--- config.mk ---
export PLATFORM = sky130hd
export DESIGN_NAME = key_and_knob_scan_event_unit_top_flat
export DESIGN_NICKNAME = d
export VERILOG_FILES = /design/src/rtl/kkse_pkg.sv /design/src/rtl/kkse_if.sv /design/src/rtl/key_and_knob_scan_event_unit_top.sv /design/src/flat_wrapper.sv
export SDC_FILE = /design/constraint.sdc
export NUM_CORES = 1
export LEC_CHECK = 0
export BUFFER_PORTS_ARGS = -buffer_cell sky130_fd_sc_hd__buf_2
export CORE_MARGIN = 2
export CORE_UTILIZATION = 32
export DETAILED_ROUTE_END_ITERATION = 16
export SLEW_MARGIN = 20
export SYNTH_ARGS = -nofsm -noshare
export SYNTH_HDL_FRONTEND = slang
export SYNTH_SLANG_ARGS = --single-unit
export TNS_END_PERCENT = 10
--- constraint.sdc ---
create_clock -name clk -period 4.28 [get_ports clk]
set_input_delay 0.428 -clock clk [delete_from_list [all_inputs] [get_ports clk]]
set_output_delay 0.428 -clock clk [all_outputs]
set_load 0.05 [all_outputs]
--- src/rtl/kkse_pkg.sv ---
// types and constants shared by the key and knob scan event unit
package kkse_pkg;

  localparam int KEY_BITS  = 12;
  localparam int KNOB_BITS = 4;
  localparam int KEY_IDX_W = 4;

  localparam logic [6:0] VOLUME_MAX  = 7'd64;
  localparam logic [6:0] VOLUME_STEP = 7'd8;
  localparam logic [2:0] OCTAVE_MAX  = 3'd6;
  localparam logic [1:0] WAVE_MAX    = 2'b11;

  localparam logic [1:0] KIND_STATUS  = 2'd0;
  localparam logic [1:0] KIND_PRESS   = 2'd1;
  localparam logic [1:0] KIND_RELEASE = 2'd2;

  typedef enum logic [1:0] {
    TURN_NONE,
    TURN_UP,
    TURN_DOWN
  } turn_t;

  typedef struct packed {
    logic [KEY_BITS-1:0]  key_rows;
    logic [KNOB_BITS-1:0] knob_row_three;
    logic [KNOB_BITS-1:0] knob_row_four;
    logic                 playback_done;
  } in_item_t;

  typedef struct packed {
    logic [1:0]           kind;
    logic [KEY_IDX_W-1:0] key_number;
    logic [2:0]           octave_now;
    logic [6:0]           volume_now;
    logic [1:0]           wave_now;
    logic [1:0]           screen_now;
    logic                 master_flag;
    logic                 recording_flag;
    logic                 playback_flag;
    logic                 start_timer;
    logic                 exit_playback;
    logic                 last;
  } out_item_t;

  function automatic turn_t knob_turn(input logic [1:0] before_v, input logic [1:0] now_v);
    turn_t t;
    t = TURN_NONE;
    if ((before_v == 2'd0 && now_v == 2'd1) || (before_v == 2'd3 && now_v == 2'd2)) begin
      t = TURN_UP;
    end else if ((before_v == 2'd0 && now_v == 2'd2) ||
                 (before_v == 2'd2 && now_v == 2'd3)) begin
      t = TURN_DOWN;
    end
    return t;
  endfunction

endpackage

--- src/rtl/kkse_if.sv ---
// valid/ready channels for scan requests and result requests
interface kkse_in_if;
  logic               valid;
  logic               ready;
  kkse_pkg::in_item_t payload;

  modport source (output valid, output payload, input ready);
  modport sink (input valid, input payload, output ready);
endinterface

interface kkse_out_if;
  logic                valid;
  logic                ready;
  kkse_pkg::out_item_t payload;

  modport source (output valid, output payload, input ready);
  modport sink (input valid, input payload, output ready);
endinterface

--- src/rtl/key_and_knob_scan_event_unit_top.sv ---
// key and knob scan event unit: knob decode, settings menu and key event emitter
// the accepted scan is held in the scan registers, and its status result then passes through the output register
// throughput: one result per cycle unless the result channel stalls; a scan gives 1 + (changed keys) results, 1 to 13
// the next scan is accepted in the cycle the current scan's final result is loaded
// the output register decouples the emitter from a stalled result channel
// reset (synchronous, active low): all keys released, knobs zero, settings and flags clear
module key_and_knob_scan_event_unit_top #(
  parameter int KEY_ROWS    = 3,
  parameter int KEY_COLUMNS = 4
) (
  input logic             clk,
  input logic             rst_n,
  kkse_in_if.sink         in_scan,
  kkse_out_if.source      out_event
);
  import kkse_pkg::*;

  localparam int KEY_TOTAL = (KEY_ROWS * KEY_COLUMNS > KEY_BITS) ? KEY_BITS
                                                                  : KEY_ROWS * KEY_COLUMNS;
  localparam logic [KEY_BITS-1:0] KEY_MASK = {KEY_BITS{1'b1}} >> (KEY_BITS - KEY_TOTAL);

  typedef enum logic [1:0] {
    SCR_MAIN,
    SCR_SETTINGS,
    SCR_RECORD,
    SCR_PLAYBACK
  } screen_t;

  typedef struct packed {
    logic [2:0] octave;
    logic [6:0] volume;
    logic [1:0] wave;
    screen_t    screen;
    logic       master;
    logic       rec;
    logic       play;
    logic       start;
    logic       exitp;
  } scan_info_t;

  // persistent state
  logic [KEY_BITS-1:0]  prev_keys_r;
  logic [KNOB_BITS-1:0] prev_row3_r, prev_row4_r;
  logic [6:0]           volume_r, volume_nxt;
  logic [2:0]           octave_r, octave_nxt;
  logic [1:0]           wave_r, wave_nxt;
  screen_t              screen_r, screen_nxt;
  logic                 master_r, master_nxt;
  logic                 rec_r, rec_nxt;
  logic                 play_r, play_nxt;
  logic                 start_nxt, exitp_nxt;

  // scan held for emission
  logic                 scan_valid_r;
  logic                 stat_pend_r;
  logic [KEY_BITS-1:0]  mask_r, mask_nxt;
  logic [KEY_BITS-1:0]  kprev_r;
  scan_info_t           info_r;

  // output register
  logic                 out_valid_r;
  out_item_t            out_r, out_nxt;

  turn_t                k0, k1, k2, k3;
  in_item_t             req;
  logic                 in_acc;
  logic                 out_load;
  logic                 emit_last;
  logic [KEY_IDX_W-1:0] idx;
  logic [KEY_BITS-1:0]  mask_rest;

  assign req = in_scan.payload;

  assign k0 = knob_turn(prev_row4_r[3:2], req.knob_row_four[3:2]);
  assign k1 = knob_turn(prev_row4_r[1:0], req.knob_row_four[1:0]);
  assign k2 = knob_turn(prev_row3_r[3:2], req.knob_row_three[3:2]);
  assign k3 = knob_turn(prev_row3_r[1:0], req.knob_row_three[1:0]);

  always_comb begin
    volume_nxt = volume_r;
    octave_nxt = octave_r;
    wave_nxt   = wave_r;
    screen_nxt = screen_r;
    master_nxt = master_r;
    rec_nxt    = rec_r;
    play_nxt   = play_r & ~req.playback_done;
    start_nxt  = 1'b0;
    exitp_nxt  = 1'b0;
    case (screen_r)
      SCR_MAIN: begin
        if (k0 == TURN_UP) begin
          volume_nxt = (volume_r >= VOLUME_MAX - VOLUME_STEP) ? VOLUME_MAX
                                                              : volume_r + VOLUME_STEP;
        end else if (k0 == TURN_DOWN) begin
          volume_nxt = (volume_r < VOLUME_STEP) ? 7'd0 : volume_r - VOLUME_STEP;
        end
        if (k1 == TURN_UP) begin
          octave_nxt = (octave_r >= OCTAVE_MAX) ? OCTAVE_MAX : octave_r + 3'd1;
        end else if (k1 == TURN_DOWN) begin
          octave_nxt = (octave_r == 3'd0) ? 3'd0 : octave_r - 3'd1;
        end
        if (k2 == TURN_UP) begin
          wave_nxt = (wave_r == WAVE_MAX) ? WAVE_MAX : wave_r + 2'd1;
        end else if (k2 == TURN_DOWN) begin
          wave_nxt = (wave_r == 2'd0) ? 2'd0 : wave_r - 2'd1;
        end
        if (k3 == TURN_UP) begin
          screen_nxt = SCR_SETTINGS;
        end
      end
      SCR_SETTINGS: begin
        if (k0 == TURN_UP) begin
          master_nxt = 1'b1;
        end else if (k0 == TURN_DOWN) begin
          master_nxt = 1'b0;
        end
        if (k1 == TURN_UP) begin
          screen_nxt = SCR_RECORD;
          rec_nxt    = 1'b1;
          start_nxt  = 1'b1;
        end
        if (k2 == TURN_UP) begin
          screen_nxt = SCR_PLAYBACK;
          play_nxt   = 1'b1;
          start_nxt  = 1'b1;
        end
        if (k3 == TURN_DOWN) begin
          screen_nxt = SCR_MAIN;
        end
      end
      SCR_RECORD: begin
        if (k3 == TURN_DOWN) begin
          screen_nxt = SCR_MAIN;
          rec_nxt    = 1'b0;
        end
      end
      default: begin
        if (k3 == TURN_DOWN) begin
          screen_nxt = SCR_MAIN;
          exitp_nxt  = 1'b1;
        end
      end
    endcase
    mask_nxt = play_nxt ? '0 : ((req.key_rows ^ prev_keys_r) & KEY_MASK);
  end

  // lowest pending key
  always_comb begin
    idx = '0;
    for (int k = KEY_BITS - 1; k >= 0; k--) begin
      if (mask_r[k]) begin
        idx = KEY_IDX_W'(k);
      end
    end
  end

  assign mask_rest = mask_r & (mask_r - KEY_BITS'(1));
  assign emit_last = stat_pend_r ? (mask_r == '0) : (mask_rest == '0);
  assign out_load  = scan_valid_r && (!out_valid_r || out_event.ready);
  assign in_acc    = in_scan.valid && in_scan.ready;

  assign in_scan.ready     = !scan_valid_r || (out_load && emit_last);
  assign out_event.valid   = out_valid_r;
  assign out_event.payload = out_r;

  always_comb begin
    out_nxt.kind           = KIND_STATUS;
    out_nxt.key_number     = '0;
    if (!stat_pend_r) begin
      out_nxt.kind       = kprev_r[idx] ? KIND_PRESS : KIND_RELEASE;
      out_nxt.key_number = idx;
    end
    out_nxt.octave_now     = info_r.octave;
    out_nxt.volume_now     = info_r.volume;
    out_nxt.wave_now       = info_r.wave;
    out_nxt.screen_now     = info_r.screen;
    out_nxt.master_flag    = info_r.master;
    out_nxt.recording_flag = info_r.rec;
    out_nxt.playback_flag  = info_r.play;
    out_nxt.start_timer    = info_r.start;
    out_nxt.exit_playback  = info_r.exitp;
    out_nxt.last           = emit_last;
  end

  always_ff @(posedge clk) begin
    if (!rst_n) begin
      prev_keys_r  <= '1;
      prev_row3_r  <= '0;
      prev_row4_r  <= '0;
      volume_r     <= '0;
      octave_r     <= '0;
      wave_r       <= '0;
      screen_r     <= SCR_MAIN;
      master_r     <= 1'b0;
      rec_r        <= 1'b0;
      play_r       <= 1'b0;
      scan_valid_r <= 1'b0;
      stat_pend_r  <= 1'b0;
      mask_r       <= '0;
      out_valid_r  <= 1'b0;
    end else begin
      if (in_acc) begin
        prev_keys_r  <= req.key_rows;
        prev_row3_r  <= req.knob_row_three;
        prev_row4_r  <= req.knob_row_four;
        volume_r     <= volume_nxt;
        octave_r     <= octave_nxt;
        wave_r       <= wave_nxt;
        screen_r     <= screen_nxt;
        master_r     <= master_nxt;
        rec_r        <= rec_nxt;
        play_r       <= play_nxt;
        scan_valid_r <= 1'b1;
        stat_pend_r  <= 1'b1;
        mask_r       <= mask_nxt;
      end else if (out_load) begin
        if (stat_pend_r) begin
          stat_pend_r <= 1'b0;
        end else begin
          mask_r <= mask_rest;
        end
        if (emit_last) begin
          scan_valid_r <= 1'b0;
        end
      end
      if (out_load) begin
        out_valid_r <= 1'b1;
      end else if (out_event.ready) begin
        out_valid_r <= 1'b0;
      end
    end
  end

  // payload registers
  always_ff @(posedge clk) begin
    if (in_acc) begin
      kprev_r       <= prev_keys_r;
      info_r.octave <= octave_nxt;
      info_r.volume <= volume_nxt;
      info_r.wave   <= wave_nxt;
      info_r.screen <= screen_nxt;
      info_r.master <= master_nxt;
      info_r.rec    <= rec_nxt;
      info_r.play   <= play_nxt;
      info_r.start  <= start_nxt;
      info_r.exitp  <= exitp_nxt;
    end
    if (out_load) begin
      out_r <= out_nxt;
    end
  end

endmodule

--- src/flat_wrapper.sv ---
// flat-port wrapper written by rule: the top's interface ports become plain ports
module key_and_knob_scan_event_unit_top_flat import kkse_pkg::*;
#(
  parameter int KEY_ROWS    = 3,
  parameter int KEY_COLUMNS = 4
)
  (clk, rst_n, in_scan_valid, in_scan_payload, in_scan_ready, out_event_valid, out_event_payload, out_event_ready);
  kkse_in_if in_scan_i ();
  kkse_out_if out_event_i ();
  input logic clk;
  input logic rst_n;
  input wire logic [$bits(in_scan_i.valid)-1:0] in_scan_valid;
  input wire logic [$bits(in_scan_i.payload)-1:0] in_scan_payload;
  output wire logic [$bits(in_scan_i.ready)-1:0] in_scan_ready;
  output wire logic [$bits(out_event_i.valid)-1:0] out_event_valid;
  output wire logic [$bits(out_event_i.payload)-1:0] out_event_payload;
  input wire logic [$bits(out_event_i.ready)-1:0] out_event_ready;
  assign in_scan_i.valid = in_scan_valid;
  assign in_scan_i.payload = in_scan_payload;
  assign in_scan_ready = in_scan_i.ready;
  assign out_event_valid = out_event_i.valid;
  assign out_event_payload = out_event_i.payload;
  assign out_event_i.ready = out_event_ready;
  key_and_knob_scan_event_unit_top #(.KEY_ROWS(KEY_ROWS), .KEY_COLUMNS(KEY_COLUMNS)) u_core (.clk(clk), .rst_n(rst_n), .in_scan(in_scan_i), .out_event(out_event_i));
endmodule
==> results of run 1 <==
## cells by family (layout without fill, tap and decap cells)
| kind of cell | after synthesis | after routing | share of synthesized area, % |
|---|---|---|---|
| AO/OA/AOI/OAI | 109 | 109 | 15.69 |
| XOR/XNOR | 16 | 16 | 2.755 |
| adder cells (fa/ha/maj) | 14 | 14 | 3.296 |
| buffers and inverters | 48 | 93 | 4.451 |
| flip-flops | 109 | 109 | 54.11 |
| multiplexers | 19 | 19 | 3.763 |
| AND/OR/NAND/NOR | 155 | 155 | 15.94 |
## power groups by stage
stage                     registers (mW)  clock network (mW)  logic (mW)
after floorplan                     1.80                   0        1.01
after global placement              1.66                   0        1.41
after detailed placement            1.67                   0        1.44
after CTS                           1.64               0.903        1.45
after global routing                1.68               0.941        1.59
final                               1.64               0.877        1.44
## flip-flops by register name, summed over array words and instances, names as in the netlist, 2 cells and up
name,cells
u_core.info_r,19
u_core.kprev_r,12
u_core.mask_r,12
u_core.octave_r,3
u_core.out_event.payload,26
u_core.prev_keys_r,12
u_core.prev_row3_r,4
u_core.prev_row4_r,4
u_core.screen_r,2
u_core.volume_r,7
u_core.wave_r,2
## worst max-delay path by stage
stage                     start                end  slack (ps)  cells past startpoint
2_1_floorplan  u_core.mask_r[1]   u_core.info_r[0]        1160                      7
3_3_place_gp   u_core.mask_r[0]  u_core.info_r[18]        1240                      6
3_5_place_dp   u_core.mask_r[0]  u_core.info_r[17]        1180                      6
4_1_cts        u_core.mask_r[1]  u_core.info_r[11]        1170                      6
5_1_grt        u_core.mask_r[1]      in_scan_ready         970                      6
6_report       u_core.mask_r[4]      in_scan_ready        1180                      6
## synth_stat cells, drive strengths merged (11+ instances only)
master | count | share of area (%)
edfxtp | 57 | 34
xnor2 | 15 | 2.6
clkbuf | 18 | 1.3
o31ai | 17 | 2.7
inv | 20 | 1.5
mux2i | 18 | 3.5
nor2 | 23 | 1.7
nand3 | 18 | 1.8
ha | 11 | 2.7
o21ai | 24 | 2.4
a21oi | 16 | 1.6
dfxtp | 52 | 20
nand2 | 48 | 3.5
## worst min-delay path: stages
cell     delay (ps)
buf_2            90
mux2i_1          60
nand2_1          60
## per-stage QoR
stage	hold WS, ps	instance area (um2)	cells
after floorplan	400.3	5087	470
after global placement	405.9	5500	715
after detailed placement	405.6	5500	715
after CTS	305.2	5813	731
after global routing	313.8	5813	731
final	311.7	5813	731
## layer usage
metal / GRT usage [%] / vias up / part of all wire [%]
li1: - / 1823 / -
met1: 16.51 / 1741 / 45
met2: 20.60 / 88 / 47
met3: 2.829 / 22 / 5.0
met4: 6.325 / 0 / 3.1
met5: 0 / - / 0
## final cells by class
class	instances	area share (%)
sequential	109	47.35
clock inverter	7	1.507
multi-input combinational	313	36.27
timing repair buffer	56	4.994
tap	216	4.649
inverter	21	1.356
clock buffer	9	3.874
==> impl_metrics.yaml, run 1 <==
detailed_routing:
  wl_per_cell_um: 14.46
  ant_nets: 0
  dr.pass1.iters: 4
  drc: 0
  drt_iter0_markers: 183
  wl_um: 10570
  via_per_inst: 5.026
  vias: 3674
setup_path:
  r2r_cells: 6
  crit_fanout: 10
  start_kind: "flip-flop"
  r2r-start: "u_core.mask_r[1]"
  critPathSlowestCell: "nor4_1"
  arrival_ps: 2670
  cp_num_buf_inv: 1
  rrSetupSlack_ps: 1200
  r2r-end: "u_core.info_r[11]"
  critPathKind: "reg2out"
  critical_path.max_stage_delay_ps: 580
  cp_cell_sequence: "nor4_1, a31oi_1, a2111oi_2, and3_1, a21o_1, buf_2"
  crit_required_ps: 3850
  critPathCaptureType: "output port"
  cpLargestDelayFamily: "simple AND/OR/NAND/NOR gates"
clock_tree:
  clockBufferDepth: 2
  post_cts_buffers: 0
  tritoncts: "yes"
  clk_pin_slew_ps: 70
  clock_sinks: 109
  htreeDepth: 3
  cts_resized: 0
  cts-buffers-inserted: 9
  clock-root-buffer: "clkbuf_16"
  clock_latency_ps: 360
  holdBufCountCts: 0
layout:
  fill_cells: 1535
  final_common_cell: "edfxtp_1"
  regArea_um2: 2753
  final_nets: 546
  most-common-layout-cells: "edfxtp_1 (57), buf_2 (52), dfxtp_1 (52)"
  multi_input_area_um2: 2108
  areaGrowthSynthToFinish_pct: 14.26
  diodes: 0
  final_util_pct: 37.00
  layout-drive-gt1-share_pct: 17.48
global_routing:
  grt_pass1_wl_um: 16950
  antenna_found_initial: 0
  grt_use_total_pct: 12.87
  grt_pass1_vias: 3513
  grt_max_degree: 82
  grt_overflow: 0
synth:
  synth_edf_count: 57
  synth_area_um2: 5087
  avgSynthCellArea_um2: 10.82
  synth_cells: 470
  ys_async_sr_fraction_pct: 0
  synth_ff_type: "edfxtp_1"
  synth-seq-cells: 109
  syn-num-nets: 506
  synth_cell_types: 67
  yosys_warnings: 0
  synth-seq-area-share_pct: 54.11
sta:
  slew_violations: 0
  maxSlewHeadroom_pct: 40.42
  tightest_slew_ps: 893.7
  period_minus_slack_ps: 3097
  tns_ps: 0
  rsz0062_at_grt: "false"
  setup_viol: 0
  hold_viol_final: 0
  setup_slack_ps: 1183
  finalCritPeriodShare_pct: 72.35
  fmax_mhz: 322.9
  clock_skew_ps: 10.39
run:
  drv_cap: 0
placement:
  portBuffers: 52
  place_ws_ps: 1177
  hpwl_um: 7330
  gp_congestion: 0.8325
worst_hold_path:
  min-delay-start: "in_scan_payload[15]"
  holdPathStages: 3
  hold_path_class: "in2reg"
  holdPathEnd: "u_core.prev_keys_r[6]"
power:
  clockPowerShare_pct: 22.1
  power.leakage_nw: 2.222
  p_switching_mw: 1.542
  switching_share_pct: 38.90
  p_seq_share_pct: 41.4
  pwr_density_cell_nw_per_um2: 682.0
  pwr-share-comb_pct: 36.4
  ir_drop_mv: 0.2358
  total_power_mw: 3.965
  p_int_mw: 2.422
floorplan:
  coreArea_um2: 15710
  start_util_pct: 32.38
  die_w_um: 130.1
  dieHeight_um: 130.1
  ios: 53
  fp-row-count: 46
  die-area_um2: 16920
outcome:
  status: "finished clean"
No activity file was read; power rests on OpenSTA's default activity.
==> run 2, diff against run 1 <==
Settings changed: ABC_AREA from default to 1.
Clock period 4.28 ns to 2.8 ns, I/O delays scaled along.
==> impl_metrics.yaml, run 2 <==
outcome:
  status: "finished clean"
layout:
  most-common-layout-cells: "nand2_1 (129), nor2_1 (86), inv_1 (77)"
  layout-drive-gt1-share_pct: 13.23
  final_nets: 696
  diodes: 0
  final_common_cell: "nand2_1"
  layoutNonFillerInstCount: 881
  areaGrowthSynthToFinish_pct: 15.40
  largest_reg_flops: 26
synth:
  synth-seq-cells: 109
  synth_ff_type: "edfxtp_1"
  ys_async_sr_fraction_pct: 0
  synth_cells: 611
  synth-seq-area-share_pct: 53.42
  synth_edf_count: 57
  avgSynthCellArea_um2: 8.433
  syn-num-nets: 647
  yosysTopAreaCellShare_pct: 33.22
  synth.most_common_cell: "nand2_1"
  yosys-top-cells-count: "nand2_1 (129), nor2_1 (86), inv_1 (77)"
  synth_area_leaders: "edfxtp_1 (33%), dfxtp_1 (20%), nand2_1 (9.4%), nor2_1 (6.3%), inv_1 (5.6%)"
  synth_area_um2: 5152
  yosys_warnings: 0
  synth_top_area_cell: "edfxtp_1"
  synth_cell_types: 35
power:
  power.leakage_nw: 2.582
  ir_drop_mv: 0.3426
  pwr_density_cell_nw_per_um2: 772.3
placement:
  hpwl_um: 7457
  portBuffers: 52
  gp_congestion: 0.8638
  place_ws_ps: 518.8
  dp.cells: 865
setup_path:
  critical_path.max_stage_delay_ps: 340
  critPathCaptureType: "output port"
  crit_top_cell: "nand2_1"
  critPathKind: "reg2out"
  arrival_ps: 2110
  crit_required_ps: 2520
  rrSetupSlack_ps: 490
  start_kind: "flip-flop"
  cp_cell_sequence: "nor2_1, nand2_1, nor2_4, nand3_2, nand2_1, nand2_1, nor3_2, nand2_1, nand2_1, nand3_2, nand2_2, buf_2"
  critPathSlowestCell: "dfxtp_1"
  crit_fanout: 6
clock_tree:
  clk_pin_slew_ps: 70
  holdBufCountCts: 0
  clock_latency_ps: 350
  clockBufferDepth: 2
  clock-root-buffer: "clkbuf_16"
  cts_resized: 0
  cts-buffers-inserted: 9
  tritoncts: "yes"
  post_cts_buffers: 0
  clock_sinks: 109
  htreeDepth: 3
worst_hold_path:
  hold_path_class: "in2reg"
sta:
  finalCritPeriodShare_pct: 85.28
  setup_viol: 0
  period_minus_slack_ps: 2388
  rsz0062_at_grt: "false"
  hold_viol_final: 0
  holdWs_ps: 153.4
  tns_ps: 0
  setup_slack_ps: 412.2
  fmax_mhz: 418.8
  clock_skew_ps: 7.790
  tightest_slew_ps: 740.6
  maxSlewHeadroom_pct: 50.44
  slew_violations: 0
global_routing:
  grt_overflow: 0
  grt_max_degree: 79
  grt_pass1_vias: 3730
  grt_pass1_wl_um: 18600
  antenna_found_initial: 0
  grt_use_total_pct: 14.00
floorplan:
  start_util_pct: 32.55
  die-area_um2: 17130
  dieHeight_um: 130.9
  coreArea_um2: 15830
  die_w_um: 130.9
  ios: 53
  fp-row-count: 46
detailed_routing:
  drt_iter0_markers: 245
  wl_per_cell_um: 12.47
  wl_um: 10980
  ant_nets: 0
  drc: 0
  via_per_inst: 4.513
  dr.pass1.iters: 5
  vias: 3976
run:
  drv_cap: 0
[run 2: cell types whose count changed after synthesis, moves of 18 or more]
cell	before	now
nand3_1	18	42
nor2_1	23	86
o21ai_0	24	44
nand2_1	48	129
inv_1	20	77
mux2i_1	18	0
[run 2: routing by layer]
metal	up-vias	track usage [%]	part of all wire (%)
met3	8	3.909	5.1
met4	0	4.756	1.3
met2	87	20.16	41
met5	-	0	0
li1	2094	-	-
met1	1787	20.22	52
[run 2: path summary, 6_finish.rpt]
kind | startpoint | depth (start not counted) | end
worst max-delay path | u_core.mask_r[6] | 12 | in_scan_ready
worst min-delay path | in_scan_payload[18] | 3 | u_core.prev_keys_r[9]
worst min register to register | u_core.info_r[17] | 0 | u_core.out_event.payload[18]
worst max register to register | u_core.mask_r[6] | 15 | u_core.volume_r[1]
[run 2: final cells by class]
| type | instances | area (um2) |
|---|---|---|
| repair buffers | 59 | 337.8 |
| inverters | 78 | 292.8 |
| fillers | 1618 | 9882 |
| multi-input cells | 403 | 1986 |
| clock buffers | 9 | 225.2 |
| clock inverters | 7 | 81.33 |
| flip-flops and latches | 109 | 2753 |
| well taps | 216 | 270.3 |
[run 2: cell families after synthesis]
family / share of synthesized area [%]
and+or+nand+nor: 22.88
DFF: 53.42
buffers and inverters: 8.183
AOI/OAI and AO/OA: 10.30
xor gates and xnor gates: 2.550
adders and majority gates: 2.671
[run 2: report_power, final]
group	total [mW]	internal, mW	switching (mW)
combinational	1.22	0.383	0.839
clock	1.31	0.707	0.600
sequential	2.06	1.94	0.128
total	4.59	3.03	1.57
[run 2: worst max-delay path, delay by kind of cell, from the launching register on]
kind | cells | cell delay [ps]
DFF | 1 | 340
and+or+nand+nor | 11 | 1150
buffers and inverters | 1 | 270
[run 2: per-stage QoR]
stage          instance area [um2]  power (mW)  util, %
2_1_floorplan                 5152       3.033        -
4_1_cts                       5946       4.649    37.57
3_5_place_dp                  5639       3.324    35.63
3_3_place_gp                  5639       3.314    35.63
5_1_grt                       5946       4.906    37.57
6_report                      5946       4.592    37.57
